==> config.mk <==
export PLATFORM = sky130hd
export DESIGN_NAME = falru_ctrl
export DESIGN_NICKNAME = d
export VERILOG_FILES = /design/src/design/falru_pkg.sv /design/src/design/falru_ctrl.sv
export SDC_FILE = /design/constraint.sdc
export NUM_CORES = 1
export LEC_CHECK = 0
export BUFFER_PORTS_ARGS = -buffer_cell sky130_fd_sc_hd__buf_2
export CAP_MARGIN = 5
export CORE_AREA = 3 3 40 42
export CTS_CLUSTER_DIAMETER = 30
export DETAILED_ROUTE_END_ITERATION = 16
export DIE_AREA = 0 0 43 45
export PLACE_DENSITY_LB_ADDON = 0.25
export SYNTH_ARGS = -nofsm -noshare
export SYNTH_HDL_FRONTEND = slang
export SYNTH_SLANG_ARGS = --single-unit
==> constraint.sdc <==
create_clock -name clk_i -period 1.3 [get_ports clk_i]
set_clock_uncertainty 0.1 [all_clocks]
set_input_delay 0.195 -clock clk_i [delete_from_list [all_inputs] [get_ports clk_i]]
set_output_delay 0.195 -clock clk_i [all_outputs]
set_load 0.02 [all_outputs]
==> src/design/falru_pkg.sv <==
// Shared types and constants for the fully associative LRU tag store.
// Depends on nothing; the interfaces, falru_ctrl, falru_dp and the top import it.
`default_nettype none

package falru_pkg;

  localparam int unsigned X_W   = 16;
  localparam int unsigned Y_W   = 16;
  localparam int unsigned GEN_W = 32;
  localparam int unsigned CNT_W = 32;
  localparam int unsigned KEY_W = X_W + Y_W + GEN_W;

  typedef enum logic [1:0] {
    FUNC_LOOKUP  = 2'd0,
    FUNC_INSERT  = 2'd1,
    FUNC_CLEAR   = 2'd2,
    FUNC_ADVANCE = 2'd3
  } func_e;

  typedef struct packed {
    logic [GEN_W-1:0] gen;
    logic [Y_W-1:0]   y;
    logic [X_W-1:0]   x;
  } key_t;

  // Controller to datapath.
  typedef struct packed {
    logic init_wr;  // write the reset rank at the sweep address
    logic accept;   // latch the incoming word, restart the address
    logic scan_rd;  // read key and rank at the sweep address
    logic upd_rd;   // read rank at the sweep address for the recency update
    logic decide;   // latch the chosen slot, restart the address
    logic commit;   // apply the operation and load the result register
  } ctl_cmd_t;

  // Datapath to controller.
  typedef struct packed {
    logic seq_op;       // incoming word needs a scan (lookup or insert)
    logic addr_last;    // sweep address is at the last entry
    logic need_update;  // recency ranks must be rewritten
    logic out_free;     // result register can take a new word
  } dp_status_t;

endpackage

`default_nettype wire

==> src/design/falru_ctrl.sv <==
// Sequencer for the tag store: init sweep, tag scan, rank update, commit.
// Depends on falru_pkg; drives the datapath through ctl_cmd_t.
`default_nettype none

module falru_ctrl
  import falru_pkg::*;
(
  input  wire logic       clk_i,
  input  wire logic       rst_ni,
  input  wire logic       in_valid_i,
  output logic            in_ready_o,
  input  wire dp_status_t status_i,
  output ctl_cmd_t        cmd_o
);

  typedef enum logic [2:0] {
    ST_INIT,
    ST_IDLE,
    ST_SCAN,
    ST_SCAN_TAIL,
    ST_DECIDE,
    ST_UPDATE,
    ST_UPD_TAIL,
    ST_DONE
  } state_e;

  state_e state_q, state_d;

  always_comb begin
    state_d = state_q;
    case (state_q)
      ST_INIT: begin
        if (status_i.addr_last) state_d = ST_IDLE;
      end
      ST_IDLE: begin
        if (in_valid_i) state_d = status_i.seq_op ? ST_SCAN : ST_DONE;
      end
      ST_SCAN: begin
        if (status_i.addr_last) state_d = ST_SCAN_TAIL;
      end
      ST_SCAN_TAIL: state_d = ST_DECIDE;
      ST_DECIDE: begin
        state_d = status_i.need_update ? ST_UPDATE : ST_DONE;
      end
      ST_UPDATE: begin
        if (status_i.addr_last) state_d = ST_UPD_TAIL;
      end
      ST_UPD_TAIL: state_d = ST_DONE;
      ST_DONE: begin
        if (status_i.out_free) state_d = ST_IDLE;
      end
      default: state_d = ST_INIT;
    endcase
  end

  always_ff @(posedge clk_i or negedge rst_ni) begin
    if (!rst_ni) begin
      state_q <= ST_INIT;
    end else begin
      state_q <= state_d;
    end
  end

  assign in_ready_o     = (state_q == ST_IDLE);
  assign cmd_o.init_wr  = (state_q == ST_INIT);
  assign cmd_o.accept   = (state_q == ST_IDLE) && in_valid_i;
  assign cmd_o.scan_rd  = (state_q == ST_SCAN);
  assign cmd_o.upd_rd   = (state_q == ST_UPDATE);
  assign cmd_o.decide   = (state_q == ST_DECIDE);
  assign cmd_o.commit   = (state_q == ST_DONE) && status_i.out_free;

endmodule

`default_nettype wire

# After elaboration in Yosys (flattened, before gate mapping)
# Cells that the tools add are included.
# totals
ff_bits	3
inputBits	7
out_inout_bits	7
wordCells	25
# classes
eq_ne	12
mux	8
n_reduce_logical	4
# ops
op	count
case mux 3 bit (8 select lines)	1
2-to-1 mux 3 bit	6
equality test 3 bit (second input constant)	4
!= test 2 bit (second input constant)	5
equality test 3 x 2 -> 1 bit (second input constant)	2
AND reduction 5 bit	1
equality test 3 x 1 -> 1 bit (second input constant)	1
zero test 3 bit	1
logical AND 1 bit	2
2-to-1 mux 2 bit	1

# Logic depth before layout (Yosys ltp)
# logic_depth
word_depth	3
depth_mapped	4
mapped_depth_nobuf	3

# Least setup slack after synthesis
# Ideal clock, no wire load.
# synth_path
kind	reg-to-output
startpoint	reg state_q[1]
endpoint	out cmd_o[4] (netlist bit)
arrival_ns	1.191
slack_ns	-0.186
stages_incl_launch_ff	4
path_buffers	1
path_cell_list	dfrtp_1 buf_2 nor3b_2 and2_1
# synth_lines
element	line_no	rtl
start, declared	falru_ctrl.sv:27	state_e state_q, state_d;
start signal, assigned	falru_ctrl.sv:60	state_q <= state_d;
end, declared	falru_ctrl.sv:13	output ctl_cmd_t cmd_o

==> impl_results.md <==
- Crit path from: state_q[1]$_DFFE_PN0P_
- Unrepaired setup endpoints after global routing: yes
- Worst path slowest cell: dfrtp_2
- Max incr delay on CP: 0.44 ns
- Initial antenna violation count: 0
- Drt drc: 0
- Core area: 1280 um2
- Finished Layout Cells: 73
- Min Clock Period, post-route: 1.45 ns
- CTS H-tree depth: 1
- Status: finished, violations left
- Critical setup path kind: register to output pin
- Die height: 45 um
- Hold EP: state_q[1]$_DFFE_PN0P_
- WL/cell: 9.84 um
- Reg2reg start: state_q[0]$_DFFE_PN0P_
- Cells after synthesis: 29
- Inst Count DP: 59
- Port-buffer cells: 13
- Dpl cell area: 359 um2
- Grt ovf: 0
- Die W: 43 um
- Hold Startpoint: status_i[0]
- Register area share after synthesis: 30.3%
- Final period util: 112%
- Num CTS Buffers: 3
- Mapped Nets: 36
- Fin. max-slew vios: 0
- Clk pwr share: 13.4%
- Clock Tree Buf Depth: 2
- IO Count: 14
- Least-Margin Pin Slew: 0.153 ns
- # setup viols final: 8
- Fin. Hold Viols: 0
- CTS clk-pin slew, worst paths: 0.04 ns
- Vias in the first global route: 284
- Netlist cell types: 18
- Biggest register: state_q
- Starting Density: 19.3%
- Worst hold-check path type: input port to register
- DRT Pass-1 Iters: 1
- Setup WS post-layout: -0.151 ns
- Synth-to-Final Area Change: 115%
- Synthesized area per cell: 8.54 um2
- Post-Route Setup TNS: -0.815 ns
- Combinational Power Share: 67.0%
- # diodes: 0
- Max reg flops: 3
- Die area: 1940 um2
- Synth Warn #: 0
- Net Sw Frac: 38.6%
- # nets final: 66
- Flops & latches, synth: 3
- Multi-input logic area: 174 um2
- Crit end category: output pin
- CTS tree: yes
- Sequential cell area: 78.8 um2
- Post-route ant nets: 0
- R2R depth: 6
- Psw: 467 uW
- DR vias/cell: 4.08
- Slew margin rel.: 89.8%
- GP Congestion: 0.645
- Starting DRT DRC Count: 0
- Hold path cells: 2
- Total global-route track usage: 8.51%
- DR vias: 298
- DP HPWL: 464 um
- Failing checks: negative setup slack
- Post-route cell area: 533 um2
- WHS: 0.116 ns
- Critical path arrival: 1.16 ns
- Worst setup SP type: register
- Routed WL: 718 um
- Final core occ: 41.5%
- Root cell of the clock tree: clkbuf_4
- CP required: 1.00 ns
- R2r endpoint: state_q[0]$_DFFE_PN0P_
- Regs by FF count: state_q (3)
- Sequential power share: 19.6%
- Int Pwr: 744 uW
- CP Cell Sequence: nor3b_4 > and2_4 > buf_6
- Largest net degree at the start of global routing: 7
- Place WS: -0.0187 ns
- Layout cells sized above 1: 77.6%
- FILL cells: 133
- FMAX: 689 MHz
- CTS sink count: 3
- VDD IR max: 0.663 mV
- Clock Latency Late Sink: 0.23 ns
- Leakage power: 0.262 nW
- Wire length of the first global-routing pass: 1190 um
- Max FO, Critical Path: 5
- Worst R2R Setup Slack: -0.04 ns
- Pwr Total: 1.21 mW
- Max-Cap Viols: 0
- Site Rows: 13
- Syn Std Cell Area: 248 um2
- Power density cells: 2270 nW/um2
==> cell type report <==
type,instances,share of cell area [%]
inverter,3,2.11
multi-input combinational,20,32.6
timing repair buffer,28,42.0
clock buffer,4,4.93
sequential,3,14.8
tap,15,3.52
==> worst max-delay path, delay by kind of cell, from the launching register on <==
kind | cells | cell delay, ns
flops | 1 | 0.44
simple gates | 2 | 0.38
buf+inv | 1 | 0.10
==> cell usage in the layout, fill, tap and decap left out <==
master,Yosys,layout
inv_1,3,3
nor2_2,0,1
nor3_2,0,2
and2_4,0,1
buf_6,1,7
o221ai_2,1,1
clkbuf_4,0,3
o211ai_1,1,1
buf_2,1,6
nor2b_1,1,1
dfrtp_2,0,3
a21oi_1,2,2
nor3b_2,1,2
dlygate4sd3_1,0,1
nand2_1,4,2
mux2_4,1,1
o21ai_0,2,2
buf_4,1,14
nand3b_2,1,1
nor3b_4,0,1
nand2_2,0,2
clkbuf_1,0,1
==> worst max-delay path by stage <==
stage | cells after the start | slack, ns | end
floorplan | 2 | -0.04 | cmd_o[2]
global placement | 3 | -0.03 | cmd_o[4]
detailed placement | 3 | -0.02 | cmd_o[4]
CTS | 3 | -0.15 | cmd_o[4]
global route | 3 | -0.21 | cmd_o[3]
finish | 3 | -0.15 | cmd_o[4]
==> routing by layer <==
layer | global-route usage, % | wire length [um]
met5 | 0 | 0
met4 | 7.23 | 0
met3 | 2.79 | 41
met2 | 11.7 | 347
met1 | 10.7 | 329
==> cell families (layout without fill, tap and decap cells) <==
logic type | count (synthesis) | in the layout | share of synthesized area [%]
AOI/OAI and AO/OA | 6 | 6 | 17.2
muxes | 1 | 1 | 6.06
DFF | 3 | 3 | 30.3
and+or+nand+nor | 13 | 13 | 32.3
buffers and inverters | 6 | 35 | 14.1
==> synth_stat cells, drive strengths merged <==
master | instances | area [um2]
nor2b | 1 | 6.26
buf | 3 | 23.8
o211ai | 1 | 7.51
nor3b | 3 | 27.5
a21oi | 2 | 10.0
o221ai | 1 | 15.0
mux2 | 1 | 15.0
o21ai | 2 | 10.0
nor2 | 1 | 3.75
nand3b | 1 | 11.3
inv | 3 | 11.3
nor3 | 2 | 10.0
nand2 | 4 | 15.0
dfrtp | 3 | 75.1
and2 | 1 | 6.26
==> power by group through the flow <==
| stage | combinational (mW) | sequential, mW | clock [mW] |
|---|---|---|---|
| floorplan | 0.431 | 0.148 | 0 |
| global placement | 0.497 | 0.243 | 0 |
| detailed placement | 0.495 | 0.241 | 0 |
| CTS | 0.784 | 0.233 | 0.166 |
| global route | 0.879 | 0.244 | 0.179 |
| finish | 0.812 | 0.237 | 0.162 |
==> what timing repair did <==
action	in CTS	in global routing
hold endpoints to repair	3	0
gates resized for setup	19	4
setup endpoints to repair	7	8
hold buffers	1	0
pin swaps	3	2
buffers inserted	8	1
(Power assumes the default switching activity.)
