$ cat config.mk
export PLATFORM = sky130hd
export DESIGN_NAME = falru_dp
export DESIGN_NICKNAME = d
export VERILOG_FILES = /design/src/design/falru_pkg.sv /design/src/design/falru_ram.sv /design/src/design/falru_dp.sv
export SDC_FILE = /design/constraint.sdc
export NUM_CORES = 2
export LEC_CHECK = 0
export BUFFER_PORTS_ARGS = -buffer_cell sky130_fd_sc_hd__buf_2
export CAP_MARGIN = 10
export CORE_ASPECT_RATIO = 0.5
export CORE_MARGIN = 2
export CORE_UTILIZATION = 50
export CTS_CLUSTER_DIAMETER = 30
export DETAILED_ROUTE_END_ITERATION = 6
export PLACE_DENSITY = 0.66
export SYNTH_ARGS = -nofsm -noshare
export SYNTH_HDL_FRONTEND = slang
export SYNTH_HIERARCHICAL = 1
export SYNTH_SLANG_ARGS = --single-unit
$ cat constraint.sdc
create_clock -name clk_i -period 12.5 [get_ports clk_i]
set_clock_uncertainty 0.2 [all_clocks]
set_input_delay 3.75 -clock clk_i [delete_from_list [all_inputs] [get_ports clk_i]]
set_output_delay 3.75 -clock clk_i [all_outputs]
set_load 0.01 [all_outputs]
$ cat src/design/falru_pkg.sv
// Shared types and constants for the fully associative LRU tag store.
// Depends on nothing; the interfaces, falru_ctrl, falru_dp and the top import it.
`default_nettype none

package falru_pkg;

  localparam int unsigned X_W   = 16;
  localparam int unsigned Y_W   = 16;
  localparam int unsigned GEN_W = 32;
  localparam int unsigned CNT_W = 32;
  localparam int unsigned KEY_W = X_W + Y_W + GEN_W;

  typedef enum logic [1:0] {
    FUNC_LOOKUP  = 2'd0,
    FUNC_INSERT  = 2'd1,
    FUNC_CLEAR   = 2'd2,
    FUNC_ADVANCE = 2'd3
  } func_e;

  typedef struct packed {
    logic [GEN_W-1:0] gen;
    logic [Y_W-1:0]   y;
    logic [X_W-1:0]   x;
  } key_t;

  // Controller to datapath.
  typedef struct packed {
    logic init_wr;  // write the reset rank at the sweep address
    logic accept;   // latch the incoming word, restart the address
    logic scan_rd;  // read key and rank at the sweep address
    logic upd_rd;   // read rank at the sweep address for the recency update
    logic decide;   // latch the chosen slot, restart the address
    logic commit;   // apply the operation and load the result register
  } ctl_cmd_t;

  // Datapath to controller.
  typedef struct packed {
    logic seq_op;       // incoming word needs a scan (lookup or insert)
    logic addr_last;    // sweep address is at the last entry
    logic need_update;  // recency ranks must be rewritten
    logic out_free;     // result register can take a new word
  } dp_status_t;

endpackage

`default_nettype wire

$ cat src/design/falru_ram.sv
// Generic simple dual-port RAM: one write port, one registered read port.
// No dependencies.
`default_nettype none

module falru_ram #(
  parameter int unsigned Width = 8,
  parameter int unsigned Depth = 32,
  localparam int unsigned AddrW = (Depth > 1) ? $clog2(Depth) : 1
) (
  input  wire logic             clk_i,
  input  wire logic             wr_en_i,
  input  wire logic [AddrW-1:0] wr_addr_i,
  input  wire logic [Width-1:0] wr_data_i,
  input  wire logic             rd_en_i,
  input  wire logic [AddrW-1:0] rd_addr_i,
  output logic      [Width-1:0] rd_data_o
);

  logic [Width-1:0] mem_q [Depth];
  logic [Width-1:0] rd_data_q;

  always_ff @(posedge clk_i) begin
    if (wr_en_i) begin
      mem_q[wr_addr_i] <= wr_data_i;
    end
    if (rd_en_i) begin
      rd_data_q <= mem_q[rd_addr_i];
    end
  end

  assign rd_data_o = rd_data_q;

endmodule

`default_nettype wire

$ cat src/design/falru_dp.sv
// Datapath: key and rank RAMs, valid bits, scan trackers, counters, result register.
// Depends on falru_pkg and falru_ram; steered by falru_ctrl.
`default_nettype none

module falru_dp
  import falru_pkg::*;
#(
  parameter int unsigned CAPACITY = 32,
  localparam int unsigned IdxW = $clog2(CAPACITY),
  localparam int unsigned OccW = $clog2(CAPACITY + 1)
) (
  input  wire logic             clk_i,
  input  wire logic             rst_ni,
  input  wire ctl_cmd_t         cmd_i,
  output dp_status_t            status_o,
  input  wire func_e            in_func_i,
  input  wire key_t             in_key_i,
  output logic                  out_valid_o,
  input  wire logic             out_ready_i,
  output logic                  out_hit_o,
  output logic [IdxW-1:0]       out_slot_o,
  output logic                  out_evicted_o,
  output logic [OccW-1:0]       out_occupancy_o,
  output logic [GEN_W-1:0]      out_generation_o,
  output logic [CNT_W-1:0]      out_hits_o,
  output logic [CNT_W-1:0]      out_misses_o
);

  localparam logic [IdxW-1:0] LastIdx = IdxW'(CAPACITY - 1);

  // Latched operation word
  func_e func_q;
  key_t  key_q;

  // Sweep address and the read tag, registered alongside the RAM read
  logic [IdxW-1:0] addr_q;
  logic            d1_scan_q, d1_upd_q;
  logic [IdxW-1:0] d1_idx_q;

  // Scan trackers
  logic            found_match_q, found_inv_q;
  logic [IdxW-1:0] match_idx_q, match_rank_q, inv_idx_q, inv_rank_q, lru_idx_q;

  // Decision
  logic [IdxW-1:0] sel_slot_q, old_rank_q;
  logic            hit_q, evict_q, fill_q;
  logic [IdxW-1:0] dec_slot, dec_old;
  logic            dec_fill, dec_evict, need_update;

  // Architectural state
  logic [CAPACITY-1:0] valid_q, valid_d;
  logic [OccW-1:0]     occ_q, occ_d;
  logic [GEN_W-1:0]    gen_q, gen_d;
  logic [CNT_W-1:0]    hits_q, hits_d, misses_q, misses_d;

  // Result register
  logic             out_valid_q;
  logic             out_hit_q, out_evicted_q;
  logic [IdxW-1:0]  out_slot_q;
  logic [OccW-1:0]  out_occ_q;
  logic [GEN_W-1:0] out_gen_q;
  logic [CNT_W-1:0] out_hits_q, out_misses_q;

  // RAM ports
  logic [KEY_W-1:0] key_rd_raw;
  key_t             key_rd;
  logic [IdxW-1:0]  rank_rd, new_rank, rank_wr_addr, rank_wr_data;
  logic             key_wr_en, rank_wr_en, entry_valid, seq_func;

  assign key_rd = key_t'(key_rd_raw);
  assign seq_func = (func_q == FUNC_LOOKUP) || (func_q == FUNC_INSERT);
  assign key_wr_en = cmd_i.commit && (func_q == FUNC_INSERT) && !hit_q;

  // Move the touched entry to the top, drop the ones above its old rank
  always_comb begin
    new_rank = rank_rd;
    if (d1_idx_q == sel_slot_q) begin
      new_rank = LastIdx;
    end else if (rank_rd > old_rank_q) begin
      new_rank = rank_rd - IdxW'(1);
    end
  end

  assign rank_wr_en   = cmd_i.init_wr || d1_upd_q;
  assign rank_wr_addr = cmd_i.init_wr ? addr_q : d1_idx_q;
  assign rank_wr_data = cmd_i.init_wr ? addr_q : new_rank;

  falru_ram #(
    .Width (KEY_W),
    .Depth (CAPACITY)
  ) u_key_ram (
    .clk_i     (clk_i),
    .wr_en_i   (key_wr_en),
    .wr_addr_i (sel_slot_q),
    .wr_data_i (key_q),
    .rd_en_i   (cmd_i.scan_rd),
    .rd_addr_i (addr_q),
    .rd_data_o (key_rd_raw)
  );

  falru_ram #(
    .Width (IdxW),
    .Depth (CAPACITY)
  ) u_rank_ram (
    .clk_i     (clk_i),
    .wr_en_i   (rank_wr_en),
    .wr_addr_i (rank_wr_addr),
    .wr_data_i (rank_wr_data),
    .rd_en_i   (cmd_i.scan_rd || cmd_i.upd_rd),
    .rd_addr_i (addr_q),
    .rd_data_o (rank_rd)
  );

  assign entry_valid = valid_q[d1_idx_q];

  // Pick the slot: match first; for an insert, then lowest invalid, then the rank-0 entry
  always_comb begin
    dec_slot  = '0;
    dec_old   = '0;
    dec_fill  = 1'b0;
    dec_evict = 1'b0;
    if (found_match_q) begin
      dec_slot = match_idx_q;
      dec_old  = match_rank_q;
    end else if (func_q == FUNC_INSERT) begin
      if (found_inv_q) begin
        dec_slot = inv_idx_q;
        dec_old  = inv_rank_q;
        dec_fill = 1'b1;
      end else begin
        dec_slot  = lru_idx_q;
        dec_evict = 1'b1;
      end
    end
  end

  assign need_update = found_match_q || (func_q == FUNC_INSERT);

  // Commit the operation
  always_comb begin
    valid_d  = valid_q;
    occ_d    = occ_q;
    gen_d    = gen_q;
    hits_d   = hits_q;
    misses_d = misses_q;
    case (func_q)
      FUNC_LOOKUP: begin
        if (hit_q) begin
          if (hits_q != '1) hits_d = hits_q + CNT_W'(1);
        end else begin
          if (misses_q != '1) misses_d = misses_q + CNT_W'(1);
        end
      end
      FUNC_INSERT: begin
        if (!hit_q) valid_d[sel_slot_q] = 1'b1;
        if (fill_q) occ_d = occ_q + OccW'(1);
      end
      FUNC_CLEAR: begin
        valid_d = '0;
        occ_d   = '0;
        gen_d   = gen_q + GEN_W'(1);
      end
      FUNC_ADVANCE: gen_d = gen_q + GEN_W'(1);
      default: ;
    endcase
  end

  always_ff @(posedge clk_i or negedge rst_ni) begin
    if (!rst_ni) begin
      addr_q      <= '0;
      d1_scan_q   <= 1'b0;
      d1_upd_q    <= 1'b0;
      valid_q     <= '0;
      occ_q       <= '0;
      gen_q       <= '0;
      hits_q      <= '0;
      misses_q    <= '0;
      out_valid_q <= 1'b0;
    end else begin
      d1_scan_q <= cmd_i.scan_rd;
      d1_upd_q  <= cmd_i.upd_rd;
      if (cmd_i.accept || cmd_i.decide) begin
        addr_q <= '0;
      end else if (cmd_i.init_wr || cmd_i.scan_rd || cmd_i.upd_rd) begin
        addr_q <= addr_q + IdxW'(1);
      end
      if (cmd_i.commit) begin
        valid_q     <= valid_d;
        occ_q       <= occ_d;
        gen_q       <= gen_d;
        hits_q      <= hits_d;
        misses_q    <= misses_d;
        out_valid_q <= 1'b1;
      end else if (out_ready_i) begin
        out_valid_q <= 1'b0;
      end
    end
  end

  // Payload and tracker registers, without reset; accept clears the match and invalid flags
  always_ff @(posedge clk_i) begin
    d1_idx_q <= addr_q;
    if (cmd_i.accept) begin
      func_q        <= in_func_i;
      key_q         <= in_key_i;
      found_match_q <= 1'b0;
      found_inv_q   <= 1'b0;
    end
    if (d1_scan_q) begin
      if (entry_valid && (key_rd == key_q) && !found_match_q) begin
        found_match_q <= 1'b1;
        match_idx_q   <= d1_idx_q;
        match_rank_q  <= rank_rd;
      end
      if (!entry_valid && !found_inv_q) begin
        found_inv_q <= 1'b1;
        inv_idx_q   <= d1_idx_q;
        inv_rank_q  <= rank_rd;
      end
      if (rank_rd == '0) begin
        lru_idx_q <= d1_idx_q;
      end
    end
    if (cmd_i.decide) begin
      sel_slot_q <= dec_slot;
      old_rank_q <= dec_old;
      hit_q      <= found_match_q;
      fill_q     <= dec_fill;
      evict_q    <= dec_evict;
    end
    if (cmd_i.commit) begin
      out_hit_q     <= seq_func && hit_q;
      out_slot_q    <= seq_func ? sel_slot_q : '0;
      out_evicted_q <= (func_q == FUNC_INSERT) && evict_q;
      out_occ_q     <= occ_d;
      out_gen_q     <= gen_d;
      out_hits_q    <= hits_d;
      out_misses_q  <= misses_d;
    end
  end

  assign status_o.seq_op      = (in_func_i == FUNC_LOOKUP) || (in_func_i == FUNC_INSERT);
  assign status_o.addr_last   = (addr_q == LastIdx);
  assign status_o.need_update = need_update;
  assign status_o.out_free    = !out_valid_q || out_ready_i;

  assign out_valid_o      = out_valid_q;
  assign out_hit_o        = out_hit_q;
  assign out_slot_o       = out_slot_q;
  assign out_evicted_o    = out_evicted_q;
  assign out_occupancy_o  = out_occ_q;
  assign out_generation_o = out_gen_q;
  assign out_hits_o       = out_hits_q;
  assign out_misses_o     = out_misses_q;

  a_occ_matches_valid: assert property (@(posedge clk_i) disable iff (!rst_ni)
    $countones(valid_q) == occ_q)
    else $error("occupancy count differs from the number of valid entries");

  a_fill_target_free: assert property (@(posedge clk_i) disable iff (!rst_ni)
    (cmd_i.commit && (func_q == FUNC_INSERT) && fill_q) |-> !valid_q[sel_slot_q])
    else $error("fill chose an entry that is already valid");

  a_evict_only_when_full: assert property (@(posedge clk_i) disable iff (!rst_ni)
    (cmd_i.commit && (func_q == FUNC_INSERT) && evict_q) |-> (&valid_q))
    else $error("eviction while an invalid entry exists");

  a_result_holds: assert property (@(posedge clk_i) disable iff (!rst_ni)
    (out_valid_q && !out_ready_i) |=> (out_valid_q && $stable(out_occ_q)))
    else $error("stalled result word changed");

endmodule

`default_nettype wire

Word level (Yosys, flattened, before mapping) --
Memory sizes are Yosys's and may differ from the RTL's. A register that Yosys moved wholly into a read port is not among the register bits. Index checks and enable logic that the tools add are counted.
Operators by class: add/sub/neg operators 6, multipliers 0, divide/modulo/power cells 0, magnitude comparators 4, eq/ne operators 10, shift-type cells 0, multiplexer cells 41, bitwise operators 2, reductions and logical operators 34
Operator list (number):
- two-way mux 32 bit | 8
- adder 32 x 1 -> 32 bit, second input constant | 3
- == test 64 bit | 1
- != test 32 bit, second input constant | 2
- case mux 32 bit (2 select lines) | 1
- two-way mux 5 bit | 12
- bitwise OR 32 bit | 1
- two-way mux 1 bit | 16
- less-than comparator 5 x 6 -> 1 bit, second input constant | 2
- case mux 6 bit (2 select lines) | 1
- logical OR 1 bit | 9
- logical AND 1 bit | 8
- adder 6 x 1 -> 6 bit, second input constant | 1
- two-way mux 6 bit | 1
- AND reduction 2 bit | 3
- nonzero test 2 bit | 3
- adder 5 x 1 -> 5 bit, second input constant | 1
- binary-select mux 1 bit (select 5 bit) | 1
- demux 1 bit (select 5 bit) | 1
- == test 5 bit | 1
- == test 5 bit, second input constant | 1
- >= comparator 5 x 1 -> 1 bit, second input constant | 1
- > comparator 5 bit | 1
- zero test 1 bit | 5
- 9 further kinds | 13
Storage, ports and cells: register bits after elaboration 362, latch bits 0, bits in writable memories 2208, bits in read-only memories 0, input bits 75, logic and storage cells 132, memories kept 2
Memory list:
- u_key_ram.mem_q | words 32, bits a word 64, read ports 1, clocked after Yosys merged registers in 1, wr ports 1, line falru_ram.sv:19 | logic [Width-1:0] mem_q [Depth];
- u_rank_ram.mem_q | words 32, bits a word 5, read ports 1, clocked after Yosys merged registers in 1, wr ports 1, line falru_ram.sv:19

Depth between registers and ports, before layout --
depth in word-level cells 7, depth in mapped cells 9

Modules after synthesis --
The synthesis kept the hierarchy.
Modules (own cells, without submodules):
- falru_ram (u_key_ram) | times used 1, cells an instance 3097, area an instance 79605.1 µm², seq. area each 63420.8 µm²
- falru_dp | times used 1, cells an instance 1300, area an instance 16164.3 µm², seq. area each 10089.7 µm²
- falru_ram (u_rank_ram) | times used 1, cells an instance 277, area an instance 6394.9 µm², seq. area each 4954.8 µm²

Worst setup path before layout --
No wires, ideal clock.
path kind in2reg, from input cmd_i[0] in the netlist's numbering, to memory u_key_ram/mem_q[12][0] in the netlist's numbering (enable), setup time 487 ps, data arrival time 7565 ps, required time 11813 ps, setup slack 4248 ps, stages on the path 6, buffers on the path 2, cell sequence inv_1 -> clkbuf_1 -> nor3_1 -> or3b_2 -> clkbuf_1 -> nor2_1
On the way: word-level cells in the longest chain between the ends 4
RTL lines:
- from (decl) | line falru_dp.sv:14 | input wire ctl_cmd_t cmd_i,
- logical AND 1 bit (2 in a row) | line falru_dp.sv:72 | assign key_wr_en = cmd_i.commit && (func_q == FUNC_INSERT) && !hit_q;
- net key_wr_en | line falru_dp.sv:68 | logic key_wr_en, rank_wr_en, entry_valid, seq_func;
- two-way mux 1 bit | line falru_ram.sv:23 | if (wr_en_i) begin
- two-way mux 1 bit (implied by the code) | line falru_ram.sv:24 | mem_q[wr_addr_i] <= wr_data_i;
- to (decl) | line falru_ram.sv:19
The timed path passes the listed nets, and every way through them passes these cells.

Worst setup path after layout --
from input cmd_i[0] in the netlist's numbering, to memory u_key_ram/mem_q[26][62] in the netlist's numbering (enable)
The elaborated chain is that of the path after synthesis.

==> results by group <==
Synth
  – Syn Inst Count: between 4,000 and 5,000
  – Number of synthesized flops with an enable pin: 2,490
  – Post-synthesis register bit count: 2,639
  – Synth warn: 6
  – Syn_nets: 4,765
  – Synth cell count leaders: edfxtp_1 (2,490), mux4_2 (662), nor2_1 (181), dfrtp_1 (142), xnor2_1 (131)
  – Async SR Flop Fraction: under 10%
  – Share of the synthesized area in the top cell type: between 70% and 80%
  – Synthesized cell area: 102,000 µm²
  – Most frequent cell after synthesis: edfxtp_1
  – Area leader, netlist: edfxtp_1
  – Distinct cells, synth: 65
  – Top_reg_cell synth: edfxtp_1
  – Syn Area/Cell: 21.9 µm²
  – Synth top area cells: edfxtp_1 (73%), mux4_2 (15%), dfrtp_1 (3.5%)
  – Sequential element share of the synthesized area: 76.8%

Final layout
  – Synth-to-Final Area Change: 15.7%
  – Layout Nets: about 5,200
  – Share of layout cells above drive strength 1: 31.9%

Critical path
  – Crit path required time: about 13,000 ps
  – Worst R2R Path Depth: 7
  – Critical path class: in2reg
  – Crit end category: flop
  – Critical R2R Capture: u_key_ram/mem_q[26][62]$_DFFE_PP_
  – Maximum net fanout on the critical path: ~80
  – CP arrival: 8490 ps
  – Reg2Reg Launch Point: func_q[1]$_DFFE_PP_
  – Slowest-stage cell, CP: nor2_4
  – CP dominant cell by count: buf_4
  – Max stage delay on crit path: 1070 ps
  – CP Launch Type: input port
  – CP Cell Sequence: buf_6 > inv_1 > buf_4 > nor3_1 > nand3b_1 > nor2_4 > buf_4
  – R2r setup slk: 6760 ps

Floorplan
  – Die W: 643 µm
  – # rows: between 100 and 150
  – # IOs: approximately 190
  – Starting Density: around 50%
  – Die Span Y: 324 µm
  – Core ar.: 203,000 µm²
  – Die ar.: 208,000 µm²

Route
  – Vias per inst: slightly above 6
  – Drt pass-1 iters: 6
  – Drt wl/cell: 30.4 µm
  – Initial DRC Count: between 6,000 and 7,000
  – Total Wirelength: 247,000 µm
  – DRC violations left: 0
  – Post-route antenna net violation count: 0
  – Via count: 50,200

Clocking
  – Post-CTS setup buffer count: 0
  – Clk buf depth: 4
  – H-tree Lvls: 5
  – Num Clock Sinks: 2,639
  – CTS tree: built
  – CTS buffer count: between 300 and 400
  – Root Driver: clkbuf_16
  – Clock-pin slew on the worst setup and hold paths: 60 ps
  – Post-CTS Hold Fix Bufs: 0
  – Cts repair resizes: 0
  – Clock Latency Late Sink: between 800 and 900 ps

Hold path
  – Launch point of the worst hold path: gen_q[31]$_DFFE_PN0P_
  – Hold Crit Depth: 1
  – Worst Hold Class: reg2reg
  – Hold Crit Endpoint: gen_q[31]$_DFFE_PN0P_

Placed design
  – Routability Congestion: just over 0.8
  – Port bufs: 188
  – DP Wirelength: 140,000 µm

Global route
  – Initial antenna violation count: 8
  – Total grt overflow: 0
  – Largest net degree at the start of global routing: 107
  – Vias in the first global route: between 50,000 and 60,000
  – Gr usage total: 23.7%
  – First-pass GRT wire length: 358,000 µm

Power
  – Pleak: 0.0381 µW
  – Worst vdd ir: about 110 µV
  – Tot Pwr: 20,500 µW
  – PD cells: 173 nW/µm²

STA
  – Final setup vio count: 0
  – Achievable Freq: 121 MHz
  – Slew @ Worst Pin: 1160 ps
  – Fin Hold WS: between 200 and 300 ps
  – Slew Viols, Final: 0
  – Max-slew headroom: 21.6%
  – Fin. Hold Viols: 0
  – RSZ-0062 raised after global routing: false
  – Tcrit/Tclk final: between 60% and 70%
  – Setup TNS: 0 ps
  – Clock period minus worst slack: 8290 ps

Run status
  – Run status: completed

Run
  – Max_cap viols: 0
==> per-stage QoR <==
stage	setup slack, ps	area, µm²	instances	util (%)
after CTS	4290	118000	8134	58.1
final	4210	118000	8138	58.1
after detailed placement	3410	107000	7532	52.6
after global placement	3410	107000	7532	52.6
after global routing	4130	118000	8135	58.1
after floorplan	4250	102000	4674	-
==> how the worst max path moves through the flow <==
stage	start	end	slack, ps
6_report	cmd_i[0]	u_key_ram/mem_q[26][62]$_DFFE_PP_	4210
5_1_grt	cmd_i[0]	u_key_ram/mem_q[26][62]$_DFFE_PP_	4130
4_1_cts	cmd_i[0]	u_key_ram/mem_q[26][62]$_DFFE_PP_	4290
3_5_place_dp	cmd_i[0]	u_key_ram/mem_q[18][10]$_DFFE_PP_	3410
3_3_place_gp	cmd_i[0]	u_key_ram/mem_q[18][10]$_DFFE_PP_	3410
2_1_floorplan	cmd_i[0]	u_key_ram/mem_q[12][0]$_DFFE_PP_	4250
==> power breakdown <==
part | leakage (µW) | internal, µW | switching (µW) | total (µW)
sequential | 0.0247 | 9890 | 114 | 10000
clock | 0.00543 | 5750 | 3860 | 9600
combinational | 0.00805 | 324 | 551 | 875
==> critical path: cells and delay by family <==
family	cells	cell delay, ps
buf+inv	4	1700
simple gates	3	2910
==> sequential cells by signal, indices dropped and copies added (netlist names), 6 cells and up <==
| signal | cells |
|---|---|
| out_generation_o | 32 |
| key_q | 64 |
| misses_q | 32 |
| u_key_ram/mem_q | 2048 |
| u_rank_ram/mem_q | 160 |
| hits_q | 32 |
| u_key_ram/rd_data_o | 64 |
| valid_q | 32 |
| out_misses_o | 32 |
| gen_q | 32 |
| occ_q | 6 |
| out_hits_o | 32 |
| out_occupancy_o | 6 |
==> cell usage in the layout, fill, tap and decap left out, types with 27 or more instances in the layout <==
| master | n |
|---|---|
| a21oi_1 | 34 |
| and3_1 | 27 |
| buf_2 | 184 |
| buf_4 | 148 |
| bufinv_16 | 28 |
| clkbuf_16 | 342 |
| clkinv_2 | 37 |
| clkinvlp_4 | 35 |
| dfrtp_1 | 137 |
| edfxtp_1 | 2490 |
| inv_1 | 40 |
| inv_6 | 53 |
| mux2_2 | 93 |
| mux2i_1 | 47 |
| mux4_2 | 662 |
| nand2_1 | 119 |
| nand3_1 | 49 |
| nand4_1 | 51 |
| nor2_1 | 148 |
| nor2_4 | 32 |
| nor3_1 | 44 |
| xnor2_1 | 131 |
| xor2_1 | 116 |
==> kinds of logic after synthesis <==
logic type / Yosys count / share of synthesized area (%)
adders and majority gates: 16 / 0.196
DFF: 2639 / 76.8
muxes: 802 / 16.1
xor gates and xnor gates: 247 / 2.12
buffers and inverters: 256 / 1.12
and+or+nand+nor: 578 / 2.77
AOI/OAI and AO/OA: 136 / 0.911
==> metal layers <==
layer | part of all wire (%) | wire [µm] | GRT usage [%]
met5 | 0.0053 | 13 | 0
met4 | 2.0 | 4870 | 5.48
met3 | 9.3 | 22900 | 4.76
met2 | 47 | 116000 | 36.8
met1 | 42 | 103000 | 35.3
==> final cells by class <==
type,instances,area (µm²)
fill,14300,85100
inverter,41,154
multi-input combinational,1779,22800
clock inverter,229,2460
tap,2737,3420
clock buffer,373,8760
timing repair buffer,337,2110
sequential,2639,78500
antenna,3,7.51
Power figures use the tool's default switching activity.
